### src/rtl/pngd_pkg.sv
// Shared types, constants and the CRC-32 byte update for the PNG chunk deframer.
package pngd_pkg;

  // Reflected CRC-32 polynomial and initial value
  localparam logic [31:0] CRC_POLY = 32'hEDB8_8320;
  localparam logic [31:0] CRC_INIT = 32'hFFFF_FFFF;

  // The eight PNG file signature bytes, in order of arrival
  localparam logic [7:0] PNG_SIG [8] = '{8'd137, 8'd80, 8'd78, 8'd71,
                                         8'd13, 8'd10, 8'd26, 8'd10};

  // Last byte position of each field
  localparam logic [2:0] SIG_LAST   = 3'd7;
  localparam logic [2:0] FIELD_LAST = 3'd3;

  // Result kinds
  typedef enum logic [2:0] {
    KIND_DATA   = 3'd0,
    KIND_OK     = 3'd1,
    KIND_SIGERR = 3'd2,
    KIND_CRCERR = 3'd3,
    KIND_TRUNC  = 3'd4
  } kind_e;

  // Parser phases, one-hot
  typedef enum logic [5:0] {
    PH_SIG  = 6'b000001,
    PH_LEN  = 6'b000010,
    PH_TYPE = 6'b000100,
    PH_DATA = 6'b001000,
    PH_CRC  = 6'b010000,
    PH_IDLE = 6'b100000
  } phase_e;

  // Everything one input byte produces: an optional main result and an
  // optional truncation result that follows it
  typedef struct packed {
    logic        has_main;
    kind_e       main_kind;
    logic [7:0]  data_byte;
    logic [31:0] type_code;
    logic [31:0] length;
    logic        has_trunc;
  } res_rec_t;

  // Fold one byte into a reflected CRC-32 register
  function automatic logic [31:0] crc_byte(input logic [31:0] crc_in,
                                           input logic [7:0]  data);
    logic [31:0] c;
    c = crc_in ^ {24'd0, data};
    for (int k = 0; k < 8; k++) begin
      c = c[0] ? (CRC_POLY ^ (c >> 1)) : (c >> 1);
    end
    return c;
  endfunction

endpackage

### src/rtl/pngd_parser.sv
// Framing state machine and CRC register: turns one file byte into a result record.
module pngd_parser
  import pngd_pkg::*;
(
  input  logic       clk_i,
  input  logic       rst_ni,
  input  logic       fire_i,
  input  logic [7:0] file_byte_i,
  input  logic       new_file_i,
  input  logic       end_of_stream_i,
  output logic       push_o,
  output res_rec_t   rec_o
);

  phase_e      phase_q, phase_d;
  logic [2:0]  fidx_q, fidx_d;
  logic [31:0] len_q, len_d;
  logic [31:0] left_q, left_d;
  logic [31:0] type_q, type_d;
  logic [31:0] crc_q, crc_d;
  logic [31:0] rcrc_q, rcrc_d;

  // Work out the next state and the results of the byte on offer
  always_comb begin
    phase_e      ph;
    logic [31:0] left_dec;
    logic        err;
    logic        active;

    // A new file restarts from the reset state
    ph     = new_file_i ? PH_SIG : phase_q;
    fidx_d = new_file_i ? 3'd0 : fidx_q;
    len_d  = new_file_i ? 32'd0 : len_q;
    left_d = new_file_i ? 32'd0 : left_q;
    type_d = new_file_i ? 32'd0 : type_q;
    crc_d  = new_file_i ? CRC_INIT : crc_q;
    rcrc_d = new_file_i ? 32'd0 : rcrc_q;
    phase_d  = ph;
    left_dec = left_d - 32'd1;
    err      = 1'b0;
    active   = 1'b1;

    rec_o           = '0;
    rec_o.main_kind = KIND_DATA;

    unique case (ph)
      PH_SIG: begin
        if (file_byte_i != PNG_SIG[fidx_d]) begin
          rec_o.has_main  = 1'b1;
          rec_o.main_kind = KIND_SIGERR;
          err             = 1'b1;
          phase_d         = PH_IDLE;
        end else if (fidx_d == SIG_LAST) begin
          phase_d = PH_LEN;
          fidx_d  = 3'd0;
        end else begin
          fidx_d = fidx_d + 3'd1;
        end
      end
      PH_LEN: begin
        if (fidx_d == 3'd0) begin
          len_d  = {24'd0, file_byte_i};
          type_d = 32'd0;
        end else begin
          len_d = {len_d[23:0], file_byte_i};
        end
        if (fidx_d == FIELD_LAST) begin
          phase_d = PH_TYPE;
          fidx_d  = 3'd0;
        end else begin
          fidx_d = fidx_d + 3'd1;
        end
      end
      PH_TYPE: begin
        type_d = {type_d[23:0], file_byte_i};
        crc_d  = crc_byte((fidx_d == 3'd0) ? CRC_INIT : crc_d, file_byte_i);
        if (fidx_d == FIELD_LAST) begin
          fidx_d  = 3'd0;
          left_d  = len_d;
          phase_d = (len_d == 32'd0) ? PH_CRC : PH_DATA;
        end else begin
          fidx_d = fidx_d + 3'd1;
        end
      end
      PH_DATA: begin
        crc_d           = crc_byte(crc_d, file_byte_i);
        rec_o.has_main  = 1'b1;
        rec_o.main_kind = KIND_DATA;
        rec_o.data_byte = file_byte_i;
        left_d          = left_dec;
        if (left_dec == 32'd0) begin
          phase_d = PH_CRC;
          fidx_d  = 3'd0;
        end
      end
      PH_CRC: begin
        rcrc_d = {rcrc_d[23:0], file_byte_i};
        if (fidx_d == FIELD_LAST) begin
          fidx_d         = 3'd0;
          rec_o.has_main = 1'b1;
          if (~crc_d == rcrc_d) begin
            rec_o.main_kind = KIND_OK;
            phase_d         = PH_LEN;
          end else begin
            rec_o.main_kind = KIND_CRCERR;
            err             = 1'b1;
            phase_d         = PH_IDLE;
          end
        end else begin
          fidx_d = fidx_d + 3'd1;
        end
      end
      default: begin
        // Idle: drop the byte, keep everything
        active = 1'b0;
      end
    endcase

    // End of stream away from a chunk boundary means the file was cut short
    if (active && end_of_stream_i && !err) begin
      rec_o.has_trunc = !(phase_d == PH_LEN && fidx_d == 3'd0);
      phase_d         = PH_IDLE;
    end

    rec_o.type_code = type_d;
    rec_o.length    = len_d;
  end

  assign push_o = fire_i && (rec_o.has_main || rec_o.has_trunc);

  // Hold the framing state between transactions
  always_ff @(posedge clk_i or negedge rst_ni) begin
    if (!rst_ni) begin
      phase_q <= PH_SIG;
      fidx_q  <= 3'd0;
      len_q   <= 32'd0;
      left_q  <= 32'd0;
      type_q  <= 32'd0;
      crc_q   <= CRC_INIT;
      rcrc_q  <= 32'd0;
    end else if (fire_i) begin
      phase_q <= phase_d;
      fidx_q  <= fidx_d;
      len_q   <= len_d;
      left_q  <= left_d;
      type_q  <= type_d;
      crc_q   <= crc_d;
      rcrc_q  <= rcrc_d;
    end
  end

endmodule

### src/rtl/pngd_out_buf.sv
// Two-entry result queue that unfolds each record into one or two output transactions.
module pngd_out_buf
  import pngd_pkg::*;
(
  input  logic        clk_i,
  input  logic        rst_ni,
  input  logic        push_i,
  input  res_rec_t    rec_i,
  output logic        room_o,
  output logic        out_valid_o,
  input  logic        out_ready_i,
  output logic [2:0]  kind_o,
  output logic [7:0]  payload_byte_o,
  output logic [31:0] type_code_o,
  output logic [31:0] payload_length_o,
  output logic        last_in_run_o
);

  res_rec_t   rec_q [2];
  logic       wr_ptr_q, rd_ptr_q;
  logic [1:0] count_q, count_d;
  logic       sub_q;
  logic       show_main;
  logic       out_fire;
  logic       pop;
  res_rec_t   head;

  assign head        = rec_q[rd_ptr_q];
  assign room_o      = (count_q != 2'd2);
  assign out_valid_o = (count_q != 2'd0);

  // Main result first, then the truncation result if there is one
  assign show_main        = head.has_main && !sub_q;
  assign kind_o           = show_main ? head.main_kind : KIND_TRUNC;
  assign payload_byte_o   = (show_main && head.main_kind == KIND_DATA) ? head.data_byte : 8'd0;
  assign type_code_o      = head.type_code;
  assign payload_length_o = head.length;
  assign last_in_run_o    = show_main ? !head.has_trunc : 1'b1;

  assign out_fire = out_valid_o && out_ready_i;
  assign pop      = out_fire && last_in_run_o;

  always_comb begin
    count_d = count_q;
    if (push_i && !pop) begin
      count_d = count_q + 2'd1;
    end else if (pop && !push_i) begin
      count_d = count_q - 2'd1;
    end
  end

  // Store the incoming record
  always_ff @(posedge clk_i) begin
    if (push_i) begin
      rec_q[wr_ptr_q] <= rec_i;
    end
  end

  // Advance pointers, fill level and the sub-result marker
  always_ff @(posedge clk_i or negedge rst_ni) begin
    if (!rst_ni) begin
      wr_ptr_q <= 1'b0;
      rd_ptr_q <= 1'b0;
      count_q  <= 2'd0;
      sub_q    <= 1'b0;
    end else begin
      count_q <= count_d;
      if (push_i) begin
        wr_ptr_q <= ~wr_ptr_q;
      end
      if (pop) begin
        rd_ptr_q <= ~rd_ptr_q;
        sub_q    <= 1'b0;
      end else if (out_fire) begin
        sub_q <= 1'b1;
      end
    end
  end

endmodule

### src/rtl/png_chunk_deframer_crc_check.sv
// PNG chunk deframer with CRC-32 check: top level.
// Takes a PNG file one byte per transaction, checks the 8-byte signature, then
// splits chunks into length, type, data and CRC, passes every data byte out and
// reports each chunk as good or as a CRC mismatch. A byte is taken in every
// cycle while the queue has room; its results are registered in a two-entry
// result queue and leave it one result per cycle while out_ready_i is high.
// The CRC-32 byte update and the framing counters are combinational logic
// between the state registers and that queue. A byte that yields both a data
// result and a truncation result gives two output transactions, so a long run
// of such outputs slows intake to match. After a signature error, CRC mismatch
// or end of stream, bytes are dropped until new_file_i is raised with a byte.
module png_chunk_deframer_crc_check
  import pngd_pkg::*;
(
  input  logic        clk_i,
  input  logic        rst_ni,
  input  logic        in_valid_i,
  output logic        in_ready_o,
  input  logic [7:0]  file_byte_i,
  input  logic        new_file_i,
  input  logic        end_of_stream_i,
  output logic        out_valid_o,
  input  logic        out_ready_i,
  output logic [2:0]  kind_o,
  output logic [7:0]  payload_byte_o,
  output logic [31:0] type_code_o,
  output logic [31:0] payload_length_o,
  output logic        last_in_run_o
);

  logic     room;
  logic     fire;
  logic     push;
  res_rec_t rec;

  assign in_ready_o = room;
  assign fire       = in_valid_i && room;

  pngd_parser u_parser (
    .clk_i           (clk_i),
    .rst_ni          (rst_ni),
    .fire_i          (fire),
    .file_byte_i     (file_byte_i),
    .new_file_i      (new_file_i),
    .end_of_stream_i (end_of_stream_i),
    .push_o          (push),
    .rec_o           (rec)
  );

  pngd_out_buf u_out_buf (
    .clk_i            (clk_i),
    .rst_ni           (rst_ni),
    .push_i           (push),
    .rec_i            (rec),
    .room_o           (room),
    .out_valid_o      (out_valid_o),
    .out_ready_i      (out_ready_i),
    .kind_o           (kind_o),
    .payload_byte_o   (payload_byte_o),
    .type_code_o      (type_code_o),
    .payload_length_o (payload_length_o),
    .last_in_run_o    (last_in_run_o)
  );

endmodule

### config.mk
export PLATFORM = sky130hd
export DESIGN_NAME = png_chunk_deframer_crc_check
export DESIGN_NICKNAME = d
export VERILOG_FILES = /design/src/rtl/pngd_pkg.sv /design/src/rtl/pngd_parser.sv /design/src/rtl/pngd_out_buf.sv /design/src/rtl/png_chunk_deframer_crc_check.sv
export SDC_FILE = /design/constraint.sdc
export NUM_CORES = 1
export LEC_CHECK = 0
export ABC_AREA = 1
export BUFFER_PORTS_ARGS = -buffer_cell sky130_fd_sc_hd__buf_2
export CORE_MARGIN = 5
export CORE_UTILIZATION = 40
export DETAILED_ROUTE_END_ITERATION = 6
export GPL_ROUTABILITY_DRIVEN = 0
export SYNTH_ARGS = -nofsm -noshare
export SYNTH_HDL_FRONTEND = slang
export SYNTH_HIERARCHICAL = 1
export SYNTH_SLANG_ARGS = --single-unit
### constraint.sdc
create_clock -name clk_i -period 5.6 [get_ports clk_i]
set_input_delay 1.4 -clock clk_i [delete_from_list [all_inputs] [get_ports clk_i]]
set_output_delay 1.4 -clock clk_i [all_outputs]
set_load 0.05 [all_outputs]
Yosys cells after proc, flatten, opt, wreduce, memory -nomap -nowiden
Memory sizes are Yosys's and may differ from the RTL's.
Index checks and enable logic that the tools add are counted.

storage, ports and cells
  register bits = 166
  RAM bits = 154
  memory bits (read-only) = 64
  memories = 2

cells by class
  $add $sub $neg = 4
  magnitude comparators = 1
  equal/unequal tests = 11
  mux-type cells = 69
  bitwise logic cells = 22
  reductions and logical operators = 28

memories
  name             depth  width  read ports  clocked after memory_dff  write ports  line                text
  u_out_buf.rec_q  2      77     1           0                         1            pngd_out_buf.sv:19  res_rec_t rec_q [2];
  (no name shown)  8      8      1           0                         0            pngd_parser.sv:48   if (file_byte_i != PNG_SIG[fidx_d]) begin

operators by type and width
  operator                 count
  $mux W32                 25
  $not A13 Y14             16
  $pmux W32 S2             3
  $logic_not A32 Y1        2
  $xor A32 B8 Y32          2
  $mux W6                  9
  $mux W24                 2
  $eq A32 B32 Y1           1
  $mux W8                  4
  $not A32 Y32             1
  $sub A32 B1 Y32 const B  1
  $pmux W6 S5              1
  $mux W3                  6
  $eq A6 B2 Y1 const B     2
  $pmux W4 S3              1
  $logic_and A1 B1 Y1      11
  $mux W1                  10
  $logic_not A3 Y1         3
  $pmux W3 S3              1
  $mux W4                  2
  $ne A8 B8 Y1             1
  $eq A6 B1 Y1 const B     1
  $eq A6 B3 Y1 const B     1
  $eq A6 B4 Y1 const B     1
  18 further kinds         28

Longest topological paths before layout
  word-level depth = 21
  mapped depth = 27
  depth with buffers taken out = 25

Hierarchy
Netlist, hierarchy kept.

by module, submodules not included
  module                        instances  cells each  area each (sq um)
  pngd_parser                   1          1952        13133.8
  pngd_out_buf                  1          431         5947.0
  png_chunk_deframer_crc_check  1          2           7.5

Worst setup path after synthesis
OpenSTA, ideal clock, no wires.

  kind = input -> register
  start = input new_file_i
  end = memory u_out_buf/rec_q[0][0] (netlist bit), enable pin
  setup time = 0.512 ns
  data arrival time = 7.068 ns
  data required time = 5.088 ns
  setup slack = -1.981 ns
  stages = 17
  path buffers = 2
  path through = buf_6 -> buf_6 -> nor2_1 -> inv_1 -> ha_1 -> inv_1 -> o21ai_0 -> xor2_1 -> nand2_1 -> nor4_2 -> nor2_1 -> inv_1 -> nand4_1 -> o21bai_2 -> a21oi_1 -> inv_1 -> nor2_1

on the way
  longest elaborated chain between the ends = 16

ends and longest elaborated chain
  what                                                      line                                text
  start: declaration                                        png_chunk_deframer_crc_check.sv:20  input logic new_file_i,
  branches (longest 12 deep; another with $sub A32 B1 Y32)  n/a
  $logic_or A1 B1 Y1 *                                      pngd_parser.sv:129                  assign push_o = fire_i && (rec_o.has_main || rec_o.has_trunc);
  $logic_and A1 B1 Y1 *                                     pngd_parser.sv:129
  net push                                                  png_chunk_deframer_crc_check.sv:33  logic push;
  $mux W1 *                                                 pngd_out_buf.sv:54                  if (push_i) begin
  $mux W1 (implied by the code) *                           pngd_out_buf.sv:55                  rec_q[wr_ptr_q] <= rec_i;
  end: declaration                                          pngd_out_buf.sv:19

Mark *: on every way through the listed nets, which the timed path passes. The select of a mux whose other input is x is not followed.

Worst setup path after layout
  start = input new_file_i
  end = memory u_out_buf/rec_q[0][65] (netlist bit), enable pin

The elaborated chain is that of the path after synthesis.

==> metrics.md <==
| Metric | Value |
|---|---|
| Status | `finished clean` |
| Slew @ Worst Pin | `896.6 ps` |
| Clock power frac | `23.4%` |
| CTS buffer count | `36` |
| Clk root buf | `clkbuf_16` |
| Max Cap Violations | `0` |
| First-pass GRT wire length | `90220 um` |
| Async SR Flop Fraction | `51.88%` |
| Chip width | `228.5 um` |
| Clock sink total | `320` |
| Synth warnings | `6` |
| Worst-path fanout max | `25` |
| Worst-Skew Late Latency | `550 ps` |
| DRT Wirelength | `56920 um` |
| Core area | `47450 um^2` |
| Starting Density | `40.23%` |
| Mapped Cells | `2385` |
| Final non-filler cell total | `3092` |
| Mapped cell area | `19090 um^2` |
| Post_cts resized | `0` |
| Number of synthesized flops with an enable pin | `154` |
| Inserted Diodes | `0` |
| Initial antenna violation count | `0` |
| Layout area overhead | `11.44%` |
| Worst Hold Class | `flip-flop to flip-flop` |
| H-tree levels | `2` |
| RSZ-0062 raised after global routing | `false` |
| Clk pin slew, worst setup/hold paths | `60 ps` |
| Minimum clock period | `4712 ps` |
| Fraction of layout cells with a size suffix above 1 | `14.45%` |
| I/O Buffers | `91` |
| Die height | `228.5 um` |
| Total GRT Usage | `21.37%` |
| Register area share after synthesis | `46.20%` |
| Final Hold Viols | `0` |
| Sw Share | `45.00%` |
| Switching power | `4.484 mW` |
| Slew margin rel. | `40.22%` |
| Pwr/cell area | `468.4 nW/um^2` |
| # DRC | `0` |
| Leak | `9.420 nW` |
| Data arrival, critical path | `4950 ps` |
| Vias post-DR | `16590` |
| Int Power | `5.480 mW` |
| Slew Viols, Final | `0` |
| Mean Syn Cell Area | `8.003 um^2` |
| Nets | `2477` |
| Final worst slack | `887.5 ps` |
| Detail Route Antenna Nets | `0` |
| DR iter-0 viols | `1472` |
| Clock skew | `28.35 ps` |
| Nature of the critical path endpoint | `flip-flop` |
| TritonRoute pass-1 iters | `5` |
| CP startpoint kind | `input pin` |
| Die area | `52190 um^2` |
| Fmax | `212.2 MHz` |
| Number of top-level pins | `92` |
| Crit path kind | `input pin to flip-flop` |
| Sequential share of power | `32.3%` |
| Hold_ws | `479.9 ps` |
| Dpl cells | `3027` |
| Final setup viols | `0` |
| Main synth FF type | `edfxtp_1` |
| Avg WL per Cell | `18.41 um` |
| #FFs+latches synth | `320` |
| Setup TNS | `0 ps` |
| Final Cycle Share | `84.15%` |
| Peak VDD IR | `0.2195 mV` |
| Worst slack at placement | `361.7 ps` |
| Row cnt | `80` |
| Distinct cells, synth | `75` |
| Largest net degree at the start of global routing | `89` |
| Clock tree from TritonCTS | `built` |
| Detail Placement HPWL | `40090 um` |
| Post-Syn Nets | `2412` |
| # Post-CTS Setup Buffers | `0` |
| Worst Path Required | `5840 ps` |
| Overflow after GRT | `0` |
| Via density | `5.364` |
| CTS max path bufs | `3` |
| Post-CTS Hold Buffers | `0` |
| Comb pwr share | `44.3%` |
| Vias in the first global route | `15890` |
[state kept, by name, indices dropped and copies added, names as in the netlist]
name	cells
u_out_buf/sub_q	1
u_out_buf/rd_ptr_q	1
u_parser/crc_q	32
u_parser/rcrc_q	24
u_parser/len_q	32
u_parser/left_q	32
u_out_buf/count_q	2
u_out_buf/rec_q	154
u_parser/type_q	32
u_out_buf/wr_ptr_q	1
u_parser/phase_q	6
u_parser/fidx_q	3
[placed cells by master (no fill, tap or decap), types with 9 or more instances in the layout]
master,n
nor3_1,11
a21oi_1,83
nand4_1,11
clkbuf_1,9
nor2_1,239
a221oi_1,31
o21ai_0,169
o21ai_1,14
dfrtp_1,132
dfstp_2,33
clkbuf_16,37
o32ai_1,16
o22ai_1,56
edfxtp_1,154
inv_1,204
nand2_1,762
buf_2,89
nor4_1,9
xor2_1,63
buf_4,47
inv_2,18
nor2_2,32
a41oi_1,10
xnor2_1,18
nand2_2,26
nand3_1,54
ha_1,13
[power groups by stage]
stage	Sequential (mW)	Clock, mW	Combinational (mW)
5_1_grt	3.26	2.50	4.83
2_1_floorplan	3.19	0	3.38
6_report	3.22	2.33	4.41
3_3_place_gp	3.25	0	4.37
3_5_place_dp	3.25	0	4.40
4_1_cts	3.22	2.39	4.42
[per-layer routing]
metal  vias up  share of wire (%)  global-route usage (%)
li1       7999                  -                       -
met1      7870                 44                   29.63
met3       119                6.7                   3.764
met4         0                3.1                   6.844
met5         -                  0                       0
met2       599                 46                   34.31
[logic make-up (layout without fill, tap and decap cells)]
kind of cell | count (synthesis) | after routing | share of synthesized area, %
AOI/OAI and AO/OA | 430 | 430 | 13.69
other | 1 | 1 | 0.01965
buffers and inverters | 340 | 432 | 7.767
DFF | 320 | 320 | 46.20
adders and majority gates | 13 | 13 | 0.8521
and+or+nand+nor | 1179 | 1179 | 25.92
xor gates and xnor gates | 94 | 94 | 5.119
muxes | 8 | 8 | 0.4195
[per-stage QoR]
stage	utilization (%)	instance area [um^2]	total power, mW
floorplan	-	19100	6.575
global placement	42.42	20130	7.613
detailed placement	42.42	20130	7.655
CTS	44.84	21270	10.03
global route	44.84	21270	10.60
finish	44.84	21270	9.964
[worst paths after layout]
kind	startpoint	end	slack [ps]	cells after the start
max in group asynchronous	rst_ni	u_out_buf/rd_ptr_q$_DFFE_PN0P_	3490	2
worst max-delay path	new_file_i	u_out_buf/rec_q[0][65]$_DFFE_PP_	890	20
worst max register to register	u_parser/fidx_q[0]$_DFFE_PN0P_	u_out_buf/rec_q[0][65]$_DFFE_PP_	1510	20
worst min-delay path	u_parser/crc_q[18]$_DFFE_PN1P_	u_parser/crc_q[18]$_DFFE_PN1P_	480	2
min in group asynchronous	rst_ni	u_parser/len_q[20]$_DFFE_PN0P_	880	1
worst min register to register	u_parser/crc_q[18]$_DFFE_PN1P_	u_parser/crc_q[18]$_DFFE_PN1P_	480	2
[synth_stat cells, drive strengths merged, types with 2 or more instances]
cell	number	share of area (%)
nand2	797	16
nor2	278	6.1
inv	226	4.5
o21ai	191	5.2
edfxtp	154	24
dfrtp	133	17
a21oi	83	2.2
xor2	72	3.8
clkbuf	62	1.3
nand3	56	1.5
o22ai	56	1.8
buf	51	2.0
dfstp	33	4.5
a221oi	31	1.4
xnor2	22	1.3
o32ai	16	0.73
ha	13	0.85
nor3	13	0.43
nor4	13	0.69
nand4	12	0.43
a41oi	10	0.46
a31oi	8	0.26
mux2i	8	0.42
o211ai	8	0.31
or2	7	0.23
o22a	5	0.23
a211oi	3	0.14
o2111ai	3	0.14
o21bai	3	0.14
a2111oi	2	0.092
a21o	2	0.079
o32a	2	0.10
[area by class of cell]
type,count,area [um^2]
Fill cell,4685,26170
Sequential cell,320,8821
Multi-Input combinational cell,1725,8796
Clock buffer,47,973.4
Timing Repair Buffer,140,869.6
Inverter,227,869.6
Tap cell,615,769.5
Clock inverter,18,173.9
[worst max-delay path, cell delays in order]
cell	delay [ps]
buf_4	180
nor2_1	300
inv_1	190
ha_1	310
nand2_8	210
inv_4	40
nand2_1	120
nand2_1	70
nor2_1	120
nand3_1	110
nor4_2	220
nor2_1	120
inv_1	90
nand4_1	90
o21bai_2	210
a21oi_1	180
buf_4	160
inv_1	60
nor2_4	490
buf_4	270
(Power assumes the default switching activity.)
